**config.mk**
```make
export PLATFORM = sky130hd
export DESIGN_NAME = pef_lane
export DESIGN_NICKNAME = d
export VERILOG_FILES = /design/src/hdl/pef_pkg.sv /design/src/hdl/pef_lane.sv
export SDC_FILE = /design/constraint.sdc
export NUM_CORES = 2
export LEC_CHECK = 0
export ABC_AREA = 1
export BUFFER_PORTS_ARGS = -buffer_cell sky130_fd_sc_hd__buf_2
export CAP_MARGIN = 20
export CORE_MARGIN = 2
export CORE_UTILIZATION = 45
export DETAILED_ROUTE_END_ITERATION = 12
export PLACE_DENSITY_LB_ADDON = 0.05
export SLEW_MARGIN = 20
export SYNTH_ARGS = -nofsm -noshare
export SYNTH_HDL_FRONTEND = slang
export SYNTH_SLANG_ARGS = --single-unit
```
**constraint.sdc**
```tcl
create_clock -name vclk -period 11.6
set_input_delay 1.74 -clock vclk [all_inputs]
set_output_delay 1.74 -clock vclk [all_outputs]
set_load 0.01 [all_outputs]
```
**src/hdl/pef_pkg.sv**
```systemverilog
`timescale 1ns / 1ps
// pef_pkg: shared types and constants of the pose ema outlier filter
// no dependencies; used by the lanes, the merge stage and the top level

package pef_pkg;

  // register indexes on the configuration channel
  localparam logic [1:0] CFG_FILTER_ENABLE  = 2'd0;
  localparam logic [1:0] CFG_SMOOTHING_GAIN = 2'd1;
  localparam logic [1:0] CFG_JUMP_LIMIT     = 2'd2;

  // gain of 1.0 in q1.16
  localparam logic [16:0] ALPHA_ONE = 17'h10000;

  // reset values of the registers
  localparam logic [16:0] GAIN_RESET     = 17'd6554;
  localparam logic [30:0] LIMIT_RESET    = 31'd9830;
  localparam logic [61:0] LIMIT_SQ_RESET = 62'd96628900;

  typedef enum logic [1:0] {
    KIND_PASS   = 2'd0,
    KIND_PRIME  = 2'd1,
    KIND_SNAP   = 2'd2,
    KIND_SMOOTH = 2'd3
  } update_kind_t;

  // what one axis lane finds
  typedef struct packed {
    logic        over;    // |raw - est| beyond the jump limit
    logic [61:0] sq;      // squared distance, valid when not over
    logic [31:0] smooth;  // estimate after one smoothing step
  } lane_res_t;

  // decision of the merge stage
  typedef struct packed {
    logic [31:0]  x;
    logic [31:0]  y;
    logic [31:0]  z;
    update_kind_t kind;
    logic         upd_est;
    logic         primed;
  } merge_res_t;

endpackage

```
**src/hdl/pef_lane.sv**
```systemverilog
`timescale 1ns / 1ps
// pef_lane: one axis of the filter, distance test terms and smoothing step
// depends on pef_pkg

module pef_lane
  import pef_pkg::*;
(
  input  logic signed [31:0] raw,
  input  logic signed [31:0] est,
  input  logic        [16:0] alpha,
  input  logic        [30:0] limit,
  output lane_res_t          res
);

  logic signed [32:0] diff;
  logic        [32:0] mag;
  logic        [30:0] mag_lo;
  logic signed [50:0] prod;

  always_comb begin
    diff   = {raw[31], raw} - {est[31], est};
    mag    = diff[32] ? 33'(-diff) : 33'(diff);
    mag_lo = mag[30:0];
    // alpha is nonnegative, extend it with a zero sign bit
    prod   = $signed({1'b0, alpha}) * diff;

    res.over   = mag > {2'b00, limit};
    res.sq     = {31'd0, mag_lo} * {31'd0, mag_lo};
    // est + (prod >>> 16), kept to 32 bits
    res.smooth = 32'(est) + prod[47:16];
  end

endmodule

```
==> results.md <==
- Run status: complete, but fails checks
- Violated checks: negative setup slack
- Detailed-route via count: 45940
- RD Place Congestion: 0.9396
- Setup Crit Path Kind: input port to primary output
- Syn_area_per_cell: 7.938 sq um
- Inst Count DP: 9275
- Min cycle time layout: 12.86 ns
- Fmax: between 0.07 and 0.08 GHz
- Mapped Cells: 6492
- Worst rel slew slack: 50.55%
- Distinct cell type count after synthesis: 60
- Fin cells: 9454
- GRT Total Usage: 30.75%
- Final net count: 9783
- Largest net degree at the start of global routing: 33
- Vias in the first global route: 49070
- Routed Antenna Nets: 0
- Arrival @ worst endpoint: ~11 ns
- Post-synth net total: 8332
- Die ar.: 0.1172 sq mm
- Commonest non-fill, non-tap cells in the layout: inv_1, buf_4, fa_1
- Core Box Area: 0.1139 sq mm
- Max Cap Viol: 0
- Clkbuf count: 0
- Vias/cell: 4.859
- First-pass GRT wire length: between 200000 and 300000 um
- Final hold vios: 0
- Post-Place Setup Slack: -2.523 ns
- Crit path max fanout: 5
- Area Overhead vs Synth: 34.92%
- Top Family by Delay on Critical Path: adder cells
- Commonest non-fill, non-tap cell in the layout: inv_1
- Post-route cell area: between 0.06 and 0.07 sq mm
- PnR worst setup slack: -1.257 ns
- Crit end category: primary output
- HP Class: input port to primary output
- Seq/Total Area, Yosys: 0%
- Highest-delay cell along the critical path: fa_1
- I/O pin total: between 200 and 250
- Hold Crit Endpoint: res[0]
- Final critical-path share of the clock period: 110.8%
- FFs & Latches: 0
- Initial core utilization: around 45%
- Worst Hold Path Cells: 3
- CP max stage delay: 0.56 ns
- CP most frequent cell: fa_1
- Synthesis Warnings: 0
- Max Slew Vio Count: 0
- WP data required: just under 10 ns
- Share of layout cells above drive strength 1: about a third
- DRT Wirelength: 175900 um
- Die width: 342.4 um
- HPWL Detailed: 156700 um
- Slew @ Worst Pin: roughly 0.74 ns
- Final setup viols: between 60 and 70
- Cell Rows: between 100 and 150
- DRT Pass-1 Iters: 6
- Port Buffer Count: roughly 200
- DR iter-0 viols: 2383
- Unrepaired setup endpoints after global routing: true
- CP Launch Point: raw[0]
- CP startpoint kind: input port
- Die Ht: between 300 and 400 um
- Crit path buf inv count: 14
- WL/cell: 18.61 um
- Initial antenna violation count: 2
- Register area: 0 sq um
- Synthesized cell area: approximately 0.05 sq mm
- # DRC: 0
- Dpl cell area: 0.06379 sq mm
- GR Overflow Total: 0
- HP Start: est[0]
[worst max path at each step]
stage	end	slack, ns	depth (start not counted)
2_1_floorplan	res[87]	-0.17	48
4_1_cts	res[81]	-1.41	47
6_report	res[81]	-1.26	47
5_1_grt	res[81]	-1.67	50
3_5_place_dp	res[81]	-2.52	49
3_3_place_gp	res[81]	-2.47	49
[synth_stat cells (5+ instances only)]
cell type  instances  area [sq um]
nand2_2           30         187.7
o211ai_1           5         37.54
nand2_4            6         67.56
a21boi_0          11         82.58
and2_1             6         37.54
inv_1           1848          6937
a21oi_1          190         950.9
nor3_1            25         125.1
nand3_1           93         465.5
ha_1             459          5743
buf_6              6         67.56
nor2_4             9         101.4
xor2_1           112         980.9
a21o_1            11         82.58
nand4_1           40         250.2
nand3b_1          10         75.07
buf_4              8         60.06
nor4_1             8         50.05
a221oi_1           8         70.07
fa_1            1269         25400
inv_2             55         206.5
clkbuf_1          98         367.9
a31oi_1           27         168.9
buf_2             60         300.3
nor2_2            20         125.1
nand2_1         1101          4133
clkinv_1          10         37.54
nor2_1           732          2748
o21ai_0          102         510.5
o21bai_1          19         142.6
xnor2_1           44         385.4
o21a_1            17         127.6
[worst min-delay path: cells and delay by family]
kind	cells	cell delay, ns
buffers and inverters	2	0.23
adder cells (fa/ha/maj)	1	0.13
[cell families after synthesis]
group / Yosys count / synth area share [%]
simple gates: 2100 / 16.59
buf+inv: 2090 / 15.54
fa+ha+maj: 1728 / 60.44
compound gates: 411 / 4.572
xor+xnor: 161 / 2.831
mux: 1 / 0.01943
other cells: 1 / 0.007277
[layer usage]
metal	vias up	global-route usage, %	routed length, um
met1	22940	43.23	77820
met2	1235	50.83	81600
met5	-	0	13
li1	21550	-	-
met4	2	7.895	6096
met3	210	3.296	10420
[stage by stage]
step	hold WS (ns)	utilization (%)	TNS, ns
finish	3.839	61.05	-39.75
global route	3.867	61.05	-65.10
CTS	3.844	58.72	-37.99
detailed placement	3.868	56.02	-76.31
global placement	3.859	56.02	-72.06
floorplan	3.631	-	-1.093
[cell type report]
type / count / area [sq um]
well taps: 1512 / 1892
inverters: 1914 / 7272
diodes: 1 / 2.502
fillers: 10540 / 44360
repair buffers: 1624 / 12820
multi-input cells: 4403 / 47540
[timing repair]
item	CTS	global route
hold endpoints to repair	0	0
endpoints found under the setup margin	72	75
gates cloned	4	0
buffers inserted	90	91
pin swaps	211	208
resized for setup	569	483
hold buffers	0	0
Power is left out: the tool's default activity adds up to more than one toggle a clock period on the data nets, which glitch-free logic cannot reach.
