==> src/hdl/pef_pkg.sv <==
`timescale 1ns / 1ps
// pef_pkg: shared types and constants of the pose ema outlier filter
// no dependencies; used by the lanes, the merge stage and the top level

package pef_pkg;

  // register indexes on the configuration channel
  localparam logic [1:0] CFG_FILTER_ENABLE  = 2'd0;
  localparam logic [1:0] CFG_SMOOTHING_GAIN = 2'd1;
  localparam logic [1:0] CFG_JUMP_LIMIT     = 2'd2;

  // gain of 1.0 in q1.16
  localparam logic [16:0] ALPHA_ONE = 17'h10000;

  // reset values of the registers
  localparam logic [16:0] GAIN_RESET     = 17'd6554;
  localparam logic [30:0] LIMIT_RESET    = 31'd9830;
  localparam logic [61:0] LIMIT_SQ_RESET = 62'd96628900;

  typedef enum logic [1:0] {
    KIND_PASS   = 2'd0,
    KIND_PRIME  = 2'd1,
    KIND_SNAP   = 2'd2,
    KIND_SMOOTH = 2'd3
  } update_kind_t;

  // what one axis lane finds
  typedef struct packed {
    logic        over;    // |raw - est| beyond the jump limit
    logic [61:0] sq;      // squared distance, valid when not over
    logic [31:0] smooth;  // estimate after one smoothing step
  } lane_res_t;

  // decision of the merge stage
  typedef struct packed {
    logic [31:0]  x;
    logic [31:0]  y;
    logic [31:0]  z;
    update_kind_t kind;
    logic         upd_est;
    logic         primed;
  } merge_res_t;

endpackage

==> src/hdl/pef_merge.sv <==
`timescale 1ns / 1ps
// pef_merge: joins the three lanes, runs the jump guard and picks the update
// depends on pef_pkg

module pef_merge
  import pef_pkg::*;
(
  input  logic               enable,
  input  logic               primed,
  input  logic               limit_nz,
  input  logic        [61:0] limit_sq,
  input  logic signed [31:0] raw_x,
  input  logic signed [31:0] raw_y,
  input  logic signed [31:0] raw_z,
  input  lane_res_t          lane_x,
  input  lane_res_t          lane_y,
  input  lane_res_t          lane_z,
  output merge_res_t         res
);

  logic [63:0] sum;
  logic        trip;

  always_comb begin
    sum  = {2'b00, lane_x.sq} + {2'b00, lane_y.sq} + {2'b00, lane_z.sq};
    trip = limit_nz &&
           (lane_x.over || lane_y.over || lane_z.over || (sum > {2'b00, limit_sq}));

    res.x       = raw_x;
    res.y       = raw_y;
    res.z       = raw_z;
    res.kind    = KIND_PASS;
    res.upd_est = 1'b0;
    res.primed  = 1'b0;
    priority if (!enable) begin
      res.kind = KIND_PASS;
    end else if (!primed) begin
      res.kind    = KIND_PRIME;
      res.upd_est = 1'b1;
      res.primed  = 1'b1;
    end else if (trip) begin
      res.kind    = KIND_SNAP;
      res.upd_est = 1'b1;
      res.primed  = 1'b1;
    end else begin
      res.x       = lane_x.smooth;
      res.y       = lane_y.smooth;
      res.z       = lane_z.smooth;
      res.kind    = KIND_SMOOTH;
      res.upd_est = 1'b1;
      res.primed  = 1'b1;
    end
  end

endmodule

==> config.mk <==
export PLATFORM = sky130hd
export DESIGN_NAME = pef_merge
export DESIGN_NICKNAME = d
export VERILOG_FILES = /design/src/hdl/pef_pkg.sv /design/src/hdl/pef_merge.sv
export SDC_FILE = /design/constraint.sdc
export NUM_CORES = 1
export LEC_CHECK = 0
export CORE_AREA = 2 2 215 217
export DETAILED_ROUTE_END_ITERATION = 10
export DIE_AREA = 0 0 217 219
export DONT_BUFFER_PORTS = 1
export PLACE_DENSITY_LB_ADDON = 0.08
export REMOVE_ABC_BUFFERS = 1
export SETUP_SLACK_MARGIN = 0.15
export SLEW_MARGIN = 40
export SYNTH_ARGS = -nofsm -noshare
export SYNTH_HDL_FRONTEND = slang
export SYNTH_SLANG_ARGS = --single-unit
==> constraint.sdc <==
create_clock -name vclk -period 19
set_input_delay 5.7 -clock vclk [all_inputs]
set_output_delay 5.7 -clock vclk [all_outputs]
set_load 0.1 [all_outputs]
==> metrics, run 1 <==
type of the most critical hold path primary input to primary output; Yosys cell types 72; final critical delay including setup and external delays between 15000 and 20000 ps; worst max-slew margin expressed relative to the limit just under 60%; critical path's largest stage delay 530 ps; pin count of the biggest net entering global routing 29; Critical Path End Type primary output; Die X-Extent 217 microns; first-pass GRT wire length ~64 mm; Die Area roughly 0.048 sq mm; post-route clock period utilization a little over nine tenths; number of instances in the synthesized netlist 962; PortBufs 0; die boundary height 219 microns; share of post-route cells with drive strength above 1 18.4%; Worst Path Max Fanout 11; Syn. warnings 0; family with the most delay on the worst path compound AO/OA/AOI/OAI gates; number of antenna violations at the first check in global routing 45; post-synth design cell area about 0.0079 sq mm; Critical path buffers and inverters 5; Worst-Margin Slew slightly above 600 ps; placed wire-length estimate 46.7 mm; Via density approximately 4.7; routability cong. 0.837; per-cell routed wire length just over 30 microns; combined flip-flop and latch cell area 0 sq um; number of core rows just under 80; Hold Path Origin enable; count of placed standard cells in the final layout, fillers left out 1601; number of nets with antenna violations after detailed routing 0; cell seen most often among critical-path stages o21ai_0; placeable core area 0.0451 sq mm; Clock buffer cells 0; LEAKAGE around 4.2 nW; overflow left after global routing 0; final-layout setup total negative slack 0 ps; cts hold-fix bufs 0; via count of the first global-routing pass 7805; # IOs approximately 550; number of max-slew violations in the final report 0; endpoint of the worst hold-timing path res[0]; setup repair after global routing missed its margin false; number of instances in the placed design 1586; Setup CP Type primary input to primary output; detailed router's first-iteration violation count 386; status finished, final reports clean; Worst EP arrival 12590 ps; worst hold stages 0; layout net count 1621; share of the yosys chip area belonging to registers 0%; final-report hold violation count 0; maximum resistive drop on vdd 0.0000240 V; setup ws final a little over 700 ps; kind of start point of the critical path primary input; worst hold slack 11410 ps; FFs & Latches 0; via count ~7600; slowest cell on the critical path fa_1; minimum setup slack after placement 256 ps; share of the core filled with cells in the final layout a little over a fifth; final setup violation count 0; max cap viols 0; synthesized area per cell 8.24 sq um; Remaining DRCs 0; All-Layer GR Usage 19.6%; Initial Util 17.6%; TritonRoute pass-1 iters 5; aggregate routed wire length 49.4 mm; Power Density 73.5 mW/mm^2; required time at the endpoint of the critical path ~13000 ps; timing-limited maximum frequency 0.0547 GHz; area added between synthesis and finish 23.0%
## cell usage in the layout (no fill, tap or decap), drive strengths merged, types with 7 or more instances in the layout
cell type / instances
nor2b: 8
diode: 14
nand3: 17
nor2: 40
a211oi: 10
a31oi: 9
nand4: 32
inv: 88
nor3: 14
a21oi: 97
nand2b: 8
xor2: 23
nand2: 73
o21bai: 13
mux2: 96
nor4: 7
o21ai: 55
a21o: 32
ha: 123
fa: 63
buf: 70
xnor2: 35
## per-stage QoR
stage / instance area [sq um] / power [mW]
after floorplan: 7690 / 0.519
after global placement: 9690 / 0.722
after detailed placement: 9690 / 0.719
after CTS: 9690 / 0.724
after global routing: 9730 / 0.792
final: 9750 / 0.716
## repair_timing
action,CTS,global route
gates resized for setup,0,1
buffers inserted,0,1
setup endpoints to repair,0,95
## per-layer routing
layer	track usage, %	up-vias	share of wire, %
met2	36.0	333	51
met1	22.7	3603	39
met3	4.38	74	6.8
met5	0	-	0.10
li1	-	3547	-
met4	5.41	8	3.0
## cell type report
cell class / instances / area [sq um]
Tap cell: 600 / 751
Timing Repair Buffer: 70 / 1250
Inverter: 88 / 330
Fill cell: 5080 / 35300
Multi-Input combinational cell: 829 / 7380
Antenna cell: 14 / 35.0
## synthesized netlist by cell type (9+ instances only)
cell      count  area share [%]
nor2_1       40             1.9
nand2_1      73             3.5
ha_1        123              19
a21oi_1      96             6.1
xor2_1       23             2.5
nor3_1       14            0.88
o21ai_0      52             3.3
mux2_4       40             7.6
fa_1         63              16
xnor2_1      35             3.9
a31oi_1       9            0.71
a21o_1       32             3.0
clkbuf_1     31             1.5
nand3_1      17             1.1
o21bai_1     13             1.2
a211oi_1     10            0.95
nand4_1      32             2.5
inv_1        88             4.2
mux2_2       56             8.0
## power breakdown
| group | internal, mW | switching, mW | total, mW |
|---|---|---|---|
| clock | 0.000000103 | 0 | 0.000000103 |
| combinational | 0.263 | 0.454 | 0.716 |
| sequential | 0 | 0 | 0 |
## kinds of logic after synthesis
| kind of cell | Yosys count | synth area share (%) |
|---|---|---|
| adder cells (fa/ha/maj) | 186 | 35.3 |
| AND/OR/NAND/NOR | 222 | 13.9 |
| buffers and inverters | 133 | 7.15 |
| XOR/XNOR | 58 | 6.41 |
| multiplexers | 97 | 15.7 |
| AO/OA/AOI/OAI | 266 | 21.6 |
## worst max-delay path by stage
stage	end	slack [ps]	from	cells after the start
after floorplan	res[10]	-1030	lane_x[46]	23
after global placement	res[25]	310	lane_y[33]	27
after detailed placement	res[25]	260	lane_x[48]	24
after CTS	res[25]	240	lane_x[49]	24
after global routing	res[25]	160	lane_x[33]	28
final	res[25]	710	lane_y[33]	29
Note: power is estimated with default switching activity, not from simulation.
==> run 2, diff against run 1 <==
- CORE_AREA: 2 2 215 217 -> 2 2 210 212
- DIE_AREA: 0 0 217 219 -> 0 0 212 214
- RECOVER_POWER: default -> 50
==> metrics, run 2 (synthesized netlist as in run 1, its figures left out) <==
status finished, violations left; violated checks max-capacitance violations, max-slew violations; maximum resistive drop on vdd about 0.000027 V; placed wire-length estimate around 45 mm; placeable core area 0.0429 sq mm; Die X-Extent 212 microns; number of core rows 76; area added between synthesis and finish 21.4%; overflow left after global routing 0; first-pass GRT wire length 64.6 mm; share of the core filled with cells in the final layout 22.5%; timing-limited maximum frequency 0.0548 GHz; type of the most critical hold path primary input to primary output; Power Density 74.3 mW/mm^2; Worst-Margin Slew 1590 ps; Worst Path Max Fanout 40; most common library cell in the layout ignoring fill and taps ha_1; worst max-slew margin expressed relative to the limit -5.97%; Worst EP arrival about 13000 ps; final-layout setup total negative slack 0 ps; aggregate routed wire length 48.2 mm; final-report hold violation count 0; FFs & Latches 0; Clock buffer cells 0; PortBufs 0; final setup violation count 0; TritonRoute pass-1 iters 5; count of placed standard cells in the final layout, fillers left out 1577; number of max-slew violations in the final report 2; number of nets with antenna violations after detailed routing 0; Remaining DRCs 0; fillers 4751; endpoint of the worst hold-timing path res[0]; detailed router's first-iteration violation count 278; Via density 4.75; Initial Util 18.5%; via count of the first global-routing pass 7977; routability cong. 0.936; Die Area between 0.04 and 0.05 sq mm; All-Layer GR Usage approximately a fifth; max cap viols 1; via count 7485; layout net count about 1600; final critical delay including setup and external delays 18230 ps; Hold Path Origin enable; required time at the endpoint of the critical path 13300 ps; pin count of the biggest net entering global routing 41; Multi-input gate area about 0.0073 sq mm; Critical Path End Type primary output; worst hold stages 0; LEAKAGE 4.12 nW; kind of start point of the critical path primary input; number of antenna violations at the first check in global routing 41; Setup CP Type primary input to primary output; per-cell routed wire length 30.6 microns; setup repair after global routing missed its margin false; combined flip-flop and latch cell area 0 sq um; post-route clock period utilization 96.0%; most frequent cells in the layout ha_1 (123), a21oi_1 (96), inv_1 (88); share of post-route cells with drive strength above 1 15.9%; die boundary height 214 microns; worst hold slack between 10000 and 15000 ps; number of instances in the placed design roughly 1600; # IOs roughly 550; total power consumption of the routed design 716 uW
[run 2: changes by cell type in the layout (fill, tap and decap cells not counted), moves of 2 or more]
cell,change
buf_4,-3
mux2_2,-2
mux2_1,+23
diode_2,-8
mux2_4,-21
[run 2: layout make-up]
cell class | count | area share, %
diodes | 6 | 0.156
inverters | 88 | 3.43
repair buffers | 69 | 12.9
well taps | 585 | 7.60
multi-input cells | 829 | 75.9
[run 2: layer usage]
| layer | up-vias | share of wire (%) | global-route usage, % | wire length (microns) |
|---|---|---|---|---|
| li1 | 3539 | - | - | - |
| met1 | 3508 | 38 | 23.5 | 18400 |
| met2 | 360 | 53 | 39.9 | 25500 |
| met3 | 74 | 6.6 | 4.06 | 3180 |
| met4 | 4 | 2.2 | 1.41 | 1080 |
| met5 | - | 0.052 | 0 | 25 |
[run 2: worst max-delay path, stage by stage]
cell      delay, ps
fa_1            510
ha_1            450
nand4_1         240
nor3_2          330
nand3_1         110
a21oi_1         260
o22ai_1         120
buf_4           180
o41ai_2         440
o221ai_1        260
o31a_1          430
o311ai_2        370
ha_1            310
a21oi_1         160
o21ai_0         140
a211oi_1        260
o211ai_1        140
nor4_1          300
o21ai_0         130
nor3_1          170
o31ai_1         190
a21boi_4        210
buf_12          260
buf_4           210
mux2_2          590
[run 2: worst max-delay path by stage]
| stage | start | to | slack, ps | cells after the start |
|---|---|---|---|---|
| 6_report | lane_x[48] | res[98] | 770 | 25 |
| 3_3_place_gp | lane_x[48] | res[14] | 410 | 26 |
| 5_1_grt | lane_x[33] | res[49] | 210 | 29 |
| 2_1_floorplan | lane_x[46] | res[10] | -1030 | 23 |
| 3_5_place_dp | lane_x[48] | res[14] | 350 | 26 |
| 4_1_cts | lane_x[48] | res[14] | 340 | 26 |
[run 2: what timing repair did]
action,in CTS,in global routing
resized for setup,0,4
endpoints found under the setup margin,0,61
hold buffers,0,0
buffers inserted,0,3
[run 2: power breakdown]
part	switching, mW	total (mW)	internal [mW]
clock network	0	0.0000000445	0.0000000444
registers	0	0	0
logic	0.455	0.716	0.261
[run 2: stage by stage]
step	instance area, sq um	worst slack (ps)
finish	9630	767
detailed placement	9660	347
global route	9620	206
global placement	9660	409
floorplan	7690	-1030
CTS	9660	344
